$ cat config.mk
export PLATFORM = sky130hd
export DESIGN_NAME = rgb888_downscale_gain_to_rgb565
export DESIGN_NICKNAME = d
export VERILOG_FILES = /design/src/rtl/rgbds_pkg.sv /design/src/rtl/rgbds_queue.sv /design/src/rtl/rgbds_front.sv /design/src/rtl/rgbds_back.sv /design/src/rtl/rgb888_downscale_gain_to_rgb565.sv
export SDC_FILE = /design/constraint.sdc
export NUM_CORES = 2
export LEC_CHECK = 0
export BUFFER_PORTS_ARGS = -buffer_cell sky130_fd_sc_hd__buf_4
export CAP_MARGIN = 20
export CORE_UTILIZATION = 59
export DETAILED_ROUTE_END_ITERATION = 10
export PLACE_DENSITY_LB_ADDON = 0.2
export SETUP_SLACK_MARGIN = 0.2
export SYNTH_ARGS = -nofsm -noshare
export SYNTH_HDL_FRONTEND = slang
export SYNTH_SLANG_ARGS = --single-unit
$ cat constraint.sdc
create_clock -name clk -period 5.8 [get_ports clk]
set_input_delay 1.74 -clock clk [delete_from_list [all_inputs] [get_ports clk]]
set_output_delay 1.74 -clock clk [all_outputs]
set_load 0.01 [all_outputs]
$ cat src/rtl/rgbds_pkg.sv
// Shared constants, types and helpers for the RGB888 downscaler.
`default_nettype none

package rgbds_pkg;

    // Output image size defaults
    localparam int OUT_WIDTH_DEF  = 320;
    localparam int OUT_HEIGHT_DEF = 180;

    // Source geometry
    localparam int SIZE_W   = 13;
    localparam int COUNT_W  = 12;
    localparam int MAX_SIZE = 4096;

    // Pixel data
    localparam int BYTE_W   = 8;
    localparam int GAIN_W   = 8;
    localparam int PIXEL_W  = 16;
    localparam int NUM_CH   = 3;
    localparam int CH_RED   = 0;
    localparam int CH_GREEN = 1;
    localparam int CH_BLUE  = 2;

    // Divide by 100 as multiply by reciprocal, exact for any 16-bit product
    localparam int              PROD_W       = 16;
    localparam int              DIV100_MUL_W = 17;
    localparam logic [16:0]     DIV100_MUL   = 17'd83887;
    localparam int              DIV100_SHIFT = 23;
    localparam int              WIDE_W       = PROD_W + DIV100_MUL_W;
    localparam int              QUOT_W       = 10;
    localparam int              SUM_W        = 12;

    // Configuration port
    localparam int CFG_IDX_W  = 3;
    localparam int CFG_DATA_W = 13;

    // Queue between front and back
    localparam int QUEUE_DEPTH = 2;

    // Register reset values
    localparam logic [SIZE_W-1:0]        SRC_WIDTH_RST    = 13'd1280;
    localparam logic [SIZE_W-1:0]        SRC_HEIGHT_RST   = 13'd720;
    localparam logic [GAIN_W-1:0]        RED_GAIN_RST     = 8'd135;
    localparam logic [GAIN_W-1:0]        GREEN_GAIN_RST   = 8'd98;
    localparam logic [GAIN_W-1:0]        BLUE_GAIN_RST    = 8'd88;
    localparam logic signed [BYTE_W-1:0] RED_OFFSET_RST   = 8'sd14;
    localparam logic signed [BYTE_W-1:0] GREEN_OFFSET_RST = 8'sd12;
    localparam logic signed [BYTE_W-1:0] BLUE_OFFSET_RST  = 8'sd12;

    typedef enum logic [CFG_IDX_W-1:0] {
        CFG_SRC_WIDTH    = 3'd0,
        CFG_SRC_HEIGHT   = 3'd1,
        CFG_RED_GAIN     = 3'd2,
        CFG_GREEN_GAIN   = 3'd3,
        CFG_BLUE_GAIN    = 3'd4,
        CFG_RED_OFFSET   = 3'd5,
        CFG_GREEN_OFFSET = 3'd6,
        CFG_BLUE_OFFSET  = 3'd7
    } cfg_idx_t;

    // Colour correction settings handed to the back end
    typedef struct packed {
        logic [GAIN_W-1:0]        red_gain;
        logic [GAIN_W-1:0]        green_gain;
        logic [GAIN_W-1:0]        blue_gain;
        logic signed [BYTE_W-1:0] red_offset;
        logic signed [BYTE_W-1:0] green_offset;
        logic signed [BYTE_W-1:0] blue_offset;
    } tone_cfg_t;

    // Read a zero size as 1 and anything beyond the maximum as the maximum
    function automatic logic [SIZE_W-1:0] clip_size(input logic [SIZE_W-1:0] v);
        logic [SIZE_W-1:0] r;
        if (v == '0)
            r = SIZE_W'(1);
        else if (v > SIZE_W'(MAX_SIZE))
            r = SIZE_W'(MAX_SIZE);
        else
            r = v;
        return r;
    endfunction

endpackage

`default_nettype wire

$ cat src/rtl/rgbds_queue.sv
// Small flop-based queue decoupling the pixel selector from the colour pipeline.
`default_nettype none

module rgbds_queue #(
    parameter int WIDTH = 8,
    parameter int DEPTH = rgbds_pkg::QUEUE_DEPTH,
    localparam int PTR_W = (DEPTH > 1) ? $clog2(DEPTH) : 1,
    localparam int CNT_W = $clog2(DEPTH + 1)
) (
    input  wire logic             clk,
    input  wire logic             rst_n,
    input  wire logic             push,
    input  wire logic [WIDTH-1:0] push_data,
    output logic                  full,
    input  wire logic             pop,
    output logic [WIDTH-1:0]      pop_data,
    output logic                  empty
);

    logic [WIDTH-1:0] mem_reg [DEPTH];
    logic [PTR_W-1:0] wr_ptr_reg, wr_ptr_next;
    logic [PTR_W-1:0] rd_ptr_reg, rd_ptr_next;
    logic [CNT_W-1:0] count_reg, count_next;

    assign full     = (count_reg == CNT_W'(DEPTH));
    assign empty    = (count_reg == '0);
    assign pop_data = mem_reg[rd_ptr_reg];

    // Advance pointers and occupancy
    always_comb
    begin
        wr_ptr_next = wr_ptr_reg;
        rd_ptr_next = rd_ptr_reg;
        count_next  = count_reg;
        if (push)
        begin
            wr_ptr_next = (wr_ptr_reg == PTR_W'(DEPTH - 1)) ? '0 : wr_ptr_reg + 1'b1;
        end
        if (pop)
        begin
            rd_ptr_next = (rd_ptr_reg == PTR_W'(DEPTH - 1)) ? '0 : rd_ptr_reg + 1'b1;
        end
        if (push && !pop)
            count_next = count_reg + 1'b1;
        else if (pop && !push)
            count_next = count_reg - 1'b1;
    end

    always_ff @(posedge clk or negedge rst_n)
    begin
        if (!rst_n)
        begin
            wr_ptr_reg <= '0;
            rd_ptr_reg <= '0;
            count_reg  <= '0;
        end
        else
        begin
            wr_ptr_reg <= wr_ptr_next;
            rd_ptr_reg <= rd_ptr_next;
            count_reg  <= count_next;
        end
    end

    // Store the entry on push
    always_ff @(posedge clk)
    begin
        if (push)
            mem_reg[wr_ptr_reg] <= push_data;
    end

endmodule

`default_nettype wire

$ cat src/rtl/rgbds_front.sv
// Front end: tracks source position and picks the nearest-neighbour pixels.
`default_nettype none

module rgbds_front #(
    parameter int OUT_WIDTH  = rgbds_pkg::OUT_WIDTH_DEF,
    parameter int OUT_HEIGHT = rgbds_pkg::OUT_HEIGHT_DEF,
    localparam int COL_W = $clog2(OUT_WIDTH),
    localparam int ROW_W = $clog2(OUT_HEIGHT)
) (
    input  wire logic                          clk,
    input  wire logic                          rst_n,
    input  wire logic                          in_valid,
    output logic                               in_ready,
    input  wire logic                          start_of_frame,
    input  wire logic [rgbds_pkg::SIZE_W-1:0]  src_width,
    input  wire logic [rgbds_pkg::SIZE_W-1:0]  src_height,
    input  wire logic                          queue_full,
    output logic                               push,
    output logic [COL_W-1:0]                   col,
    output logic [ROW_W-1:0]                   row,
    output logic                               frame_end
);

    localparam int SW  = rgbds_pkg::SIZE_W;
    localparam int CW  = rgbds_pkg::COUNT_W;
    localparam int OCW = $clog2(OUT_WIDTH + 1);
    localparam int ORW = $clog2(OUT_HEIGHT + 1);
    // Signed error terms: chosen output position times source size,
    // less source position times output size
    localparam int ECW = $clog2(2 * rgbds_pkg::MAX_SIZE + OUT_WIDTH) + 1;
    localparam int ERW = $clog2(2 * rgbds_pkg::MAX_SIZE + OUT_HEIGHT) + 1;
    localparam logic signed [ECW-1:0] OW_E = ECW'(OUT_WIDTH);
    localparam logic signed [ERW-1:0] OH_E = ERW'(OUT_HEIGHT);

    logic [CW-1:0]         col_count_reg, col_count_next;
    logic [CW-1:0]         row_count_reg, row_count_next;
    logic [OCW-1:0]        out_col_reg, out_col_next;
    logic [ORW-1:0]        out_row_reg, out_row_next;
    logic signed [ECW-1:0] col_err_reg, col_err_next;
    logic signed [ERW-1:0] row_err_reg, row_err_next;

    logic [SW-1:0]         w;
    logic [SW-1:0]         h;
    logic [CW-1:0]         cur_col_count;
    logic [CW-1:0]         cur_row_count;
    logic [OCW-1:0]        cur_out_col;
    logic [ORW-1:0]        cur_out_row;
    logic signed [ECW-1:0] cur_col_err;
    logic signed [ERW-1:0] cur_row_err;
    logic signed [ECW-1:0] col_err_sum;
    logic signed [ERW-1:0] row_err_sum;
    logic                  row_live;
    logic                  emit;
    logic                  line_end;
    logic                  frame_over;
    logic                  accept;

    assign w = rgbds_pkg::clip_size(src_width);
    assign h = rgbds_pkg::clip_size(src_height);

    assign in_ready = !queue_full;
    assign accept   = in_valid && in_ready;

    // Start of frame clears the state before this pixel is looked at
    assign cur_col_count = start_of_frame ? '0 : col_count_reg;
    assign cur_row_count = start_of_frame ? '0 : row_count_reg;
    assign cur_out_col   = start_of_frame ? '0 : out_col_reg;
    assign cur_out_row   = start_of_frame ? '0 : out_row_reg;
    assign cur_col_err   = start_of_frame ? '0 : col_err_reg;
    assign cur_row_err   = start_of_frame ? '0 : row_err_reg;

    // Classify: a pixel is kept when its row and column are both the chosen ones
    assign row_live = (cur_out_row < ORW'(OUT_HEIGHT)) && !cur_row_err[ERW-1]
                      && (cur_row_err < OH_E);
    assign emit     = row_live && (cur_out_col < OCW'(OUT_WIDTH)) && !cur_col_err[ECW-1]
                      && (cur_col_err < OW_E);

    assign line_end   = ({1'b0, cur_col_count} + SW'(1)) >= w;
    assign frame_over = line_end && (({1'b0, cur_row_count} + SW'(1)) >= h);

    // Step the error terms; once negative the target has passed for good
    assign col_err_sum = cur_col_err + (emit ? $signed(ECW'(w)) : '0) - OW_E;
    assign row_err_sum = cur_row_err + (row_live ? $signed(ERW'(h)) : '0) - OH_E;

    // Next source position and selection state
    always_comb
    begin
        col_count_next = col_count_reg;
        row_count_next = row_count_reg;
        out_col_next   = out_col_reg;
        out_row_next   = out_row_reg;
        col_err_next   = col_err_reg;
        row_err_next   = row_err_reg;
        if (accept)
        begin
            if (frame_over)
            begin
                col_count_next = '0;
                row_count_next = '0;
                out_col_next   = '0;
                out_row_next   = '0;
                col_err_next   = '0;
                row_err_next   = '0;
            end
            else if (line_end)
            begin
                col_count_next = '0;
                out_col_next   = '0;
                col_err_next   = '0;
                row_count_next = cur_row_count + 1'b1;
                out_row_next   = cur_out_row + ORW'(row_live);
                row_err_next   = row_err_sum[ERW-1] ? '1 : row_err_sum;
            end
            else
            begin
                col_count_next = cur_col_count + 1'b1;
                row_count_next = cur_row_count;
                out_col_next   = cur_out_col + OCW'(emit);
                out_row_next   = cur_out_row;
                col_err_next   = col_err_sum[ECW-1] ? '1 : col_err_sum;
                row_err_next   = cur_row_err;
            end
        end
    end

    always_ff @(posedge clk or negedge rst_n)
    begin
        if (!rst_n)
        begin
            col_count_reg <= '0;
            row_count_reg <= '0;
            out_col_reg   <= '0;
            out_row_reg   <= '0;
            col_err_reg   <= '0;
            row_err_reg   <= '0;
        end
        else
        begin
            col_count_reg <= col_count_next;
            row_count_reg <= row_count_next;
            out_col_reg   <= out_col_next;
            out_row_reg   <= out_row_next;
            col_err_reg   <= col_err_next;
            row_err_reg   <= row_err_next;
        end
    end

    // Hand the kept pixel's position to the queue
    assign push      = accept && emit;
    assign col       = cur_out_col[COL_W-1:0];
    assign row       = cur_out_row[ROW_W-1:0];
    assign frame_end = (cur_out_col == OCW'(OUT_WIDTH - 1))
                       && (cur_out_row == ORW'(OUT_HEIGHT - 1));

endmodule

`default_nettype wire

$ cat src/rtl/rgbds_back.sv
// Back end: per-channel gain, offset and clamp, RGB565 packing, output register.
`default_nettype none

module rgbds_back #(
    parameter int COL_W = 9,
    parameter int ROW_W = 8
) (
    input  wire logic                           clk,
    input  wire logic                           rst_n,
    input  wire rgbds_pkg::tone_cfg_t           tone_cfg,
    input  wire logic                           queue_empty,
    output logic                                pop,
    input  wire logic [rgbds_pkg::BYTE_W-1:0]   red_in,
    input  wire logic [rgbds_pkg::BYTE_W-1:0]   green_in,
    input  wire logic [rgbds_pkg::BYTE_W-1:0]   blue_in,
    input  wire logic [COL_W-1:0]               col_in,
    input  wire logic [ROW_W-1:0]               row_in,
    input  wire logic                           frame_end_in,
    output logic                                out_valid,
    input  wire logic                           out_ready,
    output logic [rgbds_pkg::PIXEL_W-1:0]       pixel565,
    output logic [COL_W-1:0]                    out_col,
    output logic [ROW_W-1:0]                    out_row,
    output logic                                frame_end
);

    localparam int BW = rgbds_pkg::BYTE_W;
    localparam int PW = rgbds_pkg::PROD_W;
    localparam int MW = rgbds_pkg::DIV100_MUL_W;
    localparam int XW = rgbds_pkg::WIDE_W;
    localparam int QW = rgbds_pkg::QUOT_W;
    localparam int TW = rgbds_pkg::SUM_W;
    localparam int NC = rgbds_pkg::NUM_CH;
    localparam int SH = rgbds_pkg::DIV100_SHIFT;

    logic                     advance;
    logic [NC-1:0][BW-1:0]    chan_in;
    logic [NC-1:0][BW-1:0]    gain;
    logic [NC-1:0][BW-1:0]    offset;

    // Stage 1: products
    logic                     s1_valid_reg, s1_valid_next;
    logic [NC-1:0][PW-1:0]    s1_prod_reg, s1_prod_next;
    logic [COL_W-1:0]         s1_col_reg;
    logic [ROW_W-1:0]         s1_row_reg;
    logic                     s1_fe_reg;

    // Stage 2: quotients by 100
    logic                     s2_valid_reg, s2_valid_next;
    logic [NC-1:0][QW-1:0]    s2_quot_reg, s2_quot_next;
    logic [NC-1:0][XW-1:0]    wide_prod;
    logic [COL_W-1:0]         s2_col_reg;
    logic [ROW_W-1:0]         s2_row_reg;
    logic                     s2_fe_reg;

    // Stage 3: offset, clamp, pack into the output register
    logic                     out_valid_reg, out_valid_next;
    logic [NC-1:0][TW-1:0]    tone_sum;
    logic [NC-1:0][BW-1:0]    tone_val;
    logic [rgbds_pkg::PIXEL_W-1:0] pixel_reg, pixel_next;
    logic [COL_W-1:0]         col_reg;
    logic [ROW_W-1:0]         row_reg;
    logic                     fe_reg;

    // Whole pipeline moves when the output register is free or being drained
    assign advance = !out_valid_reg || out_ready;
    assign pop     = advance && !queue_empty;

    assign chan_in[rgbds_pkg::CH_RED]   = red_in;
    assign chan_in[rgbds_pkg::CH_GREEN] = green_in;
    assign chan_in[rgbds_pkg::CH_BLUE]  = blue_in;
    assign gain[rgbds_pkg::CH_RED]      = tone_cfg.red_gain;
    assign gain[rgbds_pkg::CH_GREEN]    = tone_cfg.green_gain;
    assign gain[rgbds_pkg::CH_BLUE]     = tone_cfg.blue_gain;
    assign offset[rgbds_pkg::CH_RED]    = tone_cfg.red_offset;
    assign offset[rgbds_pkg::CH_GREEN]  = tone_cfg.green_offset;
    assign offset[rgbds_pkg::CH_BLUE]   = tone_cfg.blue_offset;

    // Per-channel arithmetic
    always_comb
    begin
        for (int i = 0; i < NC; i++)
        begin
            s1_prod_next[i] = {{(PW-BW){1'b0}}, chan_in[i]} * {{(PW-BW){1'b0}}, gain[i]};
            wide_prod[i]    = {{MW{1'b0}}, s1_prod_reg[i]}
                              * {{PW{1'b0}}, rgbds_pkg::DIV100_MUL};
            s2_quot_next[i] = wide_prod[i][SH +: QW];
            tone_sum[i]     = $signed({{(TW-QW){1'b0}}, s2_quot_reg[i]})
                              + $signed({{(TW-BW){offset[i][BW-1]}}, offset[i]});
            if (tone_sum[i][TW-1])
                tone_val[i] = '0;
            else if (tone_sum[i][TW-2:BW] != '0)
                tone_val[i] = '1;
            else
                tone_val[i] = tone_sum[i][BW-1:0];
        end
    end

    assign pixel_next = {tone_val[rgbds_pkg::CH_RED][7:3],
                         tone_val[rgbds_pkg::CH_GREEN][7:2],
                         tone_val[rgbds_pkg::CH_BLUE][7:3]};

    // Valid flags advance with the pipeline
    always_comb
    begin
        s1_valid_next  = s1_valid_reg;
        s2_valid_next  = s2_valid_reg;
        out_valid_next = out_valid_reg;
        if (advance)
        begin
            s1_valid_next  = pop;
            s2_valid_next  = s1_valid_reg;
            out_valid_next = s2_valid_reg;
        end
    end

    always_ff @(posedge clk or negedge rst_n)
    begin
        if (!rst_n)
        begin
            s1_valid_reg  <= 1'b0;
            s2_valid_reg  <= 1'b0;
            out_valid_reg <= 1'b0;
        end
        else
        begin
            s1_valid_reg  <= s1_valid_next;
            s2_valid_reg  <= s2_valid_next;
            out_valid_reg <= out_valid_next;
        end
    end

    // Payload stages hold while stalled
    always_ff @(posedge clk)
    begin
        if (advance)
        begin
            s1_prod_reg <= s1_prod_next;
            s1_col_reg  <= col_in;
            s1_row_reg  <= row_in;
            s1_fe_reg   <= frame_end_in;
            s2_quot_reg <= s2_quot_next;
            s2_col_reg  <= s1_col_reg;
            s2_row_reg  <= s1_row_reg;
            s2_fe_reg   <= s1_fe_reg;
            pixel_reg   <= pixel_next;
            col_reg     <= s2_col_reg;
            row_reg     <= s2_row_reg;
            fe_reg      <= s2_fe_reg;
        end
    end

    assign out_valid = out_valid_reg;
    assign pixel565  = pixel_reg;
    assign out_col   = col_reg;
    assign out_row   = row_reg;
    assign frame_end = fe_reg;

endmodule

`default_nettype wire

$ cat src/rtl/rgb888_downscale_gain_to_rgb565.sv
// Throughput: one source pixel per cycle while the queue is not full; kept pixels
// leave at one per cycle while out_ready is high.
// The colour path is three registered stages (product, divide by 100, clamp and pack)
// behind a two-entry queue; output stalls back up through the queue to in_ready.
// Reset: asynchronous, active low; clears position counters, queue and valid flags
// and loads the register defaults (1280x720 source, default gains and offsets).
`default_nettype none

module rgb888_downscale_gain_to_rgb565 #(
    parameter int OUT_WIDTH  = rgbds_pkg::OUT_WIDTH_DEF,
    parameter int OUT_HEIGHT = rgbds_pkg::OUT_HEIGHT_DEF,
    localparam int COL_W = $clog2(OUT_WIDTH),
    localparam int ROW_W = $clog2(OUT_HEIGHT)
) (
    input  wire logic                              clk,
    input  wire logic                              rst_n,
    // Configuration
    input  wire logic                              cfg_write,
    input  wire logic [rgbds_pkg::CFG_IDX_W-1:0]   cfg_index,
    input  wire logic [rgbds_pkg::CFG_DATA_W-1:0]  cfg_data,
    // Source pixels
    input  wire logic                              in_valid,
    output logic                                   in_ready,
    input  wire logic                              start_of_frame,
    input  wire logic [rgbds_pkg::BYTE_W-1:0]      first_byte,
    input  wire logic [rgbds_pkg::BYTE_W-1:0]      second_byte,
    input  wire logic [rgbds_pkg::BYTE_W-1:0]      third_byte,
    // Output pixels
    output logic                                   out_valid,
    input  wire logic                              out_ready,
    output logic [rgbds_pkg::PIXEL_W-1:0]          pixel565,
    output logic [COL_W-1:0]                       out_col,
    output logic [ROW_W-1:0]                       out_row,
    output logic                                   frame_end
);

    localparam int BW      = rgbds_pkg::BYTE_W;
    localparam int QUEUE_W = 1 + ROW_W + COL_W + 3 * BW;

    logic [rgbds_pkg::SIZE_W-1:0] src_width_reg;
    logic [rgbds_pkg::SIZE_W-1:0] src_height_reg;
    rgbds_pkg::tone_cfg_t         tone_cfg_reg;

    logic                 queue_full;
    logic                 queue_empty;
    logic                 push;
    logic                 pop;
    logic [COL_W-1:0]     sel_col;
    logic [ROW_W-1:0]     sel_row;
    logic                 sel_frame_end;
    logic [QUEUE_W-1:0]   push_data;
    logic [QUEUE_W-1:0]   pop_data;
    logic [BW-1:0]        q_red;
    logic [BW-1:0]        q_blue;
    logic [BW-1:0]        q_green;
    logic [COL_W-1:0]     q_col;
    logic [ROW_W-1:0]     q_row;
    logic                 q_frame_end;

    // Configuration registers
    always_ff @(posedge clk or negedge rst_n)
    begin
        if (!rst_n)
        begin
            src_width_reg             <= rgbds_pkg::SRC_WIDTH_RST;
            src_height_reg            <= rgbds_pkg::SRC_HEIGHT_RST;
            tone_cfg_reg.red_gain     <= rgbds_pkg::RED_GAIN_RST;
            tone_cfg_reg.green_gain   <= rgbds_pkg::GREEN_GAIN_RST;
            tone_cfg_reg.blue_gain    <= rgbds_pkg::BLUE_GAIN_RST;
            tone_cfg_reg.red_offset   <= rgbds_pkg::RED_OFFSET_RST;
            tone_cfg_reg.green_offset <= rgbds_pkg::GREEN_OFFSET_RST;
            tone_cfg_reg.blue_offset  <= rgbds_pkg::BLUE_OFFSET_RST;
        end
        else if (cfg_write)
        begin
            case (rgbds_pkg::cfg_idx_t'(cfg_index))
                rgbds_pkg::CFG_SRC_WIDTH:    src_width_reg  <= cfg_data;
                rgbds_pkg::CFG_SRC_HEIGHT:   src_height_reg <= cfg_data;
                rgbds_pkg::CFG_RED_GAIN:     tone_cfg_reg.red_gain   <= cfg_data[BW-1:0];
                rgbds_pkg::CFG_GREEN_GAIN:   tone_cfg_reg.green_gain <= cfg_data[BW-1:0];
                rgbds_pkg::CFG_BLUE_GAIN:    tone_cfg_reg.blue_gain  <= cfg_data[BW-1:0];
                rgbds_pkg::CFG_RED_OFFSET:   tone_cfg_reg.red_offset <= cfg_data[BW-1:0];
                rgbds_pkg::CFG_GREEN_OFFSET: tone_cfg_reg.green_offset <= cfg_data[BW-1:0];
                rgbds_pkg::CFG_BLUE_OFFSET:  tone_cfg_reg.blue_offset  <= cfg_data[BW-1:0];
                default:                     src_width_reg  <= src_width_reg;
            endcase
        end
    end

    // Pixel selection
    rgbds_front #(
        .OUT_WIDTH  (OUT_WIDTH),
        .OUT_HEIGHT (OUT_HEIGHT)
    ) u_front (
        .clk            (clk),
        .rst_n          (rst_n),
        .in_valid       (in_valid),
        .in_ready       (in_ready),
        .start_of_frame (start_of_frame),
        .src_width      (src_width_reg),
        .src_height     (src_height_reg),
        .queue_full     (queue_full),
        .push           (push),
        .col            (sel_col),
        .row            (sel_row),
        .frame_end      (sel_frame_end)
    );

    // Pack kept pixels for the queue
    assign push_data = {sel_frame_end, sel_row, sel_col, third_byte, second_byte, first_byte};

    rgbds_queue #(
        .WIDTH (QUEUE_W),
        .DEPTH (rgbds_pkg::QUEUE_DEPTH)
    ) u_queue (
        .clk       (clk),
        .rst_n     (rst_n),
        .push      (push),
        .push_data (push_data),
        .full      (queue_full),
        .pop       (pop),
        .pop_data  (pop_data),
        .empty     (queue_empty)
    );

    // Bytes arrive as red, blue, green
    assign {q_frame_end, q_row, q_col, q_green, q_blue, q_red} = pop_data;

    rgbds_back #(
        .COL_W (COL_W),
        .ROW_W (ROW_W)
    ) u_back (
        .clk          (clk),
        .rst_n        (rst_n),
        .tone_cfg     (tone_cfg_reg),
        .queue_empty  (queue_empty),
        .pop          (pop),
        .red_in       (q_red),
        .green_in     (q_green),
        .blue_in      (q_blue),
        .col_in       (q_col),
        .row_in       (q_row),
        .frame_end_in (q_frame_end),
        .out_valid    (out_valid),
        .out_ready    (out_ready),
        .pixel565     (pixel565),
        .out_col      (out_col),
        .out_row      (out_row),
        .frame_end    (frame_end)
    );

endmodule

`default_nettype wire

==> impl_metrics.env <==
export IMPL_outcome="finished with violations"
export IMPL_violations="negative setup slack"
export IMPL_first_global_vias=26900
export IMPL_yosysUniqueCellTypes=68
export IMPL_ys_seq_area_share_pct=28.2
export IMPL_cts_sinks=384
export IMPL_rsz0062_at_grt="true"
export IMPL_clock_latency_ns=0.58
export IMPL_drt_antenna_violating_nets=0
export IMPL_crit_fanout=5
export IMPL_arrival_ns=6.49
export IMPL_multi_input_area_um2=25500
export IMPL_synth_ff_type="edfxtp_1"
export IMPL_tightest_slew_ns=1.04
export IMPL_period_needed_ns=6.15
export IMPL_synth_nets=4694
export IMPL_netlist_instances=3623
export IMPL_fin_skew_ns=0.0227
export IMPL_cts_tree="built"
export IMPL_yosys_area_top_type="fa_1"
export IMPL_setup_violations=7
export IMPL_cts_root_buffer="clkbuf_16"
export IMPL_wl_per_cell_um=17.0
export IMPL_synthTopCellsByCount="inv_1 (732), ha_1 (624), fa_1 (401), nand2_1 (290), edfxtp_1 (232)"
export IMPL_maxCapViolations=0
export IMPL_drive_gt1_share_pct=18.2
export IMPL_initial_utilization_pct=59.6
export IMPL_ys_warn_count=0
export IMPL_ys_top_cells_by_area="fa_1 (21%), ha_1 (20%), edfxtp_1 (18%), dfrtp_1 (8.4%), inv_1 (7.2%)"
export IMPL_synth_edf_count=232
export IMPL_h_tree_depth=2
export IMPL_nNetsFinal=5046
export IMPL_period_share_pct=106
export IMPL_drc=0
export IMPL_grt_overflow_total=0
export IMPL_worst_setup_path_start_kind="flip-flop"
export IMPL_drt_total_wl_mm=82.9
export IMPL_clockBufferDepth=3
export IMPL_seq_area_um2=10800
export IMPL_grt_start_max_net_pins=153
export IMPL_dpl_hpwl_mm=64.5
export IMPL_die_w_um=257
export IMPL_viasPerCell=5.38
export IMPL_async_flop_share_pct=39.6
export IMPL_groute_usage_overall_pct=25.4
export IMPL_max_slew_margin_pct=30.1
export IMPL_setup_slack_ns=-0.353
export IMPL_numPortBuffers=81
export IMPL_hold_viol=0
export IMPL_pin_count=82
export IMPL_syn_avg_cell_area_um2=10.6
export IMPL_n_fill_cell=4820
export IMPL_numCtsBuffers=42
export IMPL_antenna_found_initial=3
export IMPL_syn_cell_area_um2=38300
export IMPL_cts_clk_slew_worst_paths_ns=0.06
export IMPL_end_kind="flip-flop"
export IMPL_row_count=93
export IMPL_ctsHoldBuffers=0
export IMPL_drt_first_iter_violations=1257
export IMPL_antenna_cells=0
export IMPL_critical_path_required_ns=6.14
export IMPL_syn_to_final_growth_pct=15.8
export IMPL_fmax_mhz=163
export IMPL_path_class="flip-flop to flip-flop"
export IMPL_yosysMostFrequentCell="inv_1"
export IMPL_vias=26100
export IMPL_first_pass_iters=5
export IMPL_dieArea_um2=66000
export IMPL_final_max_slew_viol_count=0
export IMPL_core_um2=64300
export IMPL_largest_reg_flops=84
export IMPL_yosysTopAreaCellShare_pct=20.9
export IMPL_grt_pass1_wl_mm=135
export IMPL_dieHeight_um=257
export IMPL_synth_ff_latch_count=384
export IMPL_hp_class="flip-flop to flip-flop"
export IMPL_place_congestion=0.908
export IMPL_dpl_worst_slack_ns=-0.576
[worst max-delay path, stage by stage, from the launching register on]
cell and delay [ns]:
edfxtp_1 0.47, ha_1 0.37, inv_1 0.07, fa_1 0.50, inv_1 0.05, fa_1 0.49
fa_1 0.52, fa_1 0.54, inv_1 0.05, fa_1 0.52, inv_1 0.04, ha_2 0.18
a211oi_2 0.20, o21bai_1 0.12, a2111oi_2 0.35, o31ai_2 0.11, a221o_1 0.37, o41a_1 0.37
buf_4 0.16, a21o_1 0.18, a211oi_2 0.19, nor2_1 0.05
[cell type report]
type                       count  share of cell area (%)
multi-input combinational   2458                    57.5
sequential                   384                    24.3
timing repair buffer         357                    6.41
inverter                     732                    6.20
clock inverter                28                   0.592
tap                          855                    2.41
clock buffer                  48                    2.54
[logic make-up after synthesis]
kind of cell | after synthesis | share of synthesized area (%)
fa+ha+maj | 1025 | 41.3
simple gates | 784 | 9.89
buf+inv | 782 | 7.66
compound gates | 407 | 6.70
flops | 384 | 28.2
mux | 123 | 3.56
xor+xnor | 118 | 2.70
[through the flow]
step	cell area [µm²]	util [%]	setup TNS [ns]	cells	hold slack, ns
after global routing	44400	69.0	-3.91	4862	0.408
after CTS	43700	67.9	-2.10	4837	0.415
after detailed placement	41800	65.0	-3.19	4734	0.405
after global placement	41800	65.0	-2.25	4734	0.400
after floorplan	38600	-	-1.05	3623	0.400
final	44400	69.0	-1.79	4862	0.413
[worst paths after layout]
| path | startpoint | endpoint | slack, ns | depth (start not counted) |
|---|---|---|---|---|
| worst min register to register | u_back.s1_col_reg[7]$_DFFE_PP_ | u_back.s2_col_reg[7]$_DFFE_PP_ | 0.41 | 0 |
| min in group asynchronous | rst_n | u_front.out_col_reg[7]$_DFFE_PN0P_ | 1.32 | 2 |
| worst max-delay path | u_back.s1_prod_reg[5]$_DFFE_PP_ | u_back.s2_quot_reg[6]$_DFFE_PP_ | -0.35 | 21 |
| worst max register to register | u_back.s1_prod_reg[5]$_DFFE_PP_ | u_back.s2_quot_reg[6]$_DFFE_PP_ | -0.35 | 21 |
| max in group asynchronous | rst_n | tone_cfg_reg[13]$_DFFE_PN0P_ | 3.86 | 2 |
| worst min-delay path | u_back.s1_col_reg[7]$_DFFE_PP_ | u_back.s2_col_reg[7]$_DFFE_PP_ | 0.41 | 0 |
[layer usage]
| metal | share of wire, % | up-vias | global-route usage (%) |
|---|---|---|---|
| met3 | 5.0 | 119 | 3.71 |
| met1 | 44 | 12900 | 34.3 |
| met4 | 2.4 | 4 | 7.06 |
| li1 | - | 12700 | - |
| met2 | 49 | 472 | 42.8 |
| met5 | 0.031 | - | 0 |
[placed cells by master (no fill, tap or decap), types with 15 or more instances in the layout]
cell and n:
a21o_1 28, a21oi_1 84, and2_1 75, and3_1 19, buf_4 332, buf_6 17
clkbuf_16 44, dfrtp_1 128, dfstp_2 23, edfxtp_1 232, fa_1 385, fa_2 16
ha_1 599, ha_4 19, inv_1 711, inv_2 20, mux2_2 107, mux2i_1 16
nand2_1 283, nand2b_1 23, nand3_1 41, nand4_1 20, nor2_1 125, nor2b_1 86
nor3_1 27, o21a_1 15, o21ai_0 111, o21ai_1 20, xnor2_1 72, xor2_1 40
[what timing repair did]
action,4_1_cts,5_1_grt
endpoints found under the setup margin,26,42
gates resized for setup,63,104
gates cloned,0,1
pin swaps,62,73
setup buffers,27,24
Power is not shown: default switching activity piles up to over one toggle a cycle in this logic, so the estimate is an artifact.
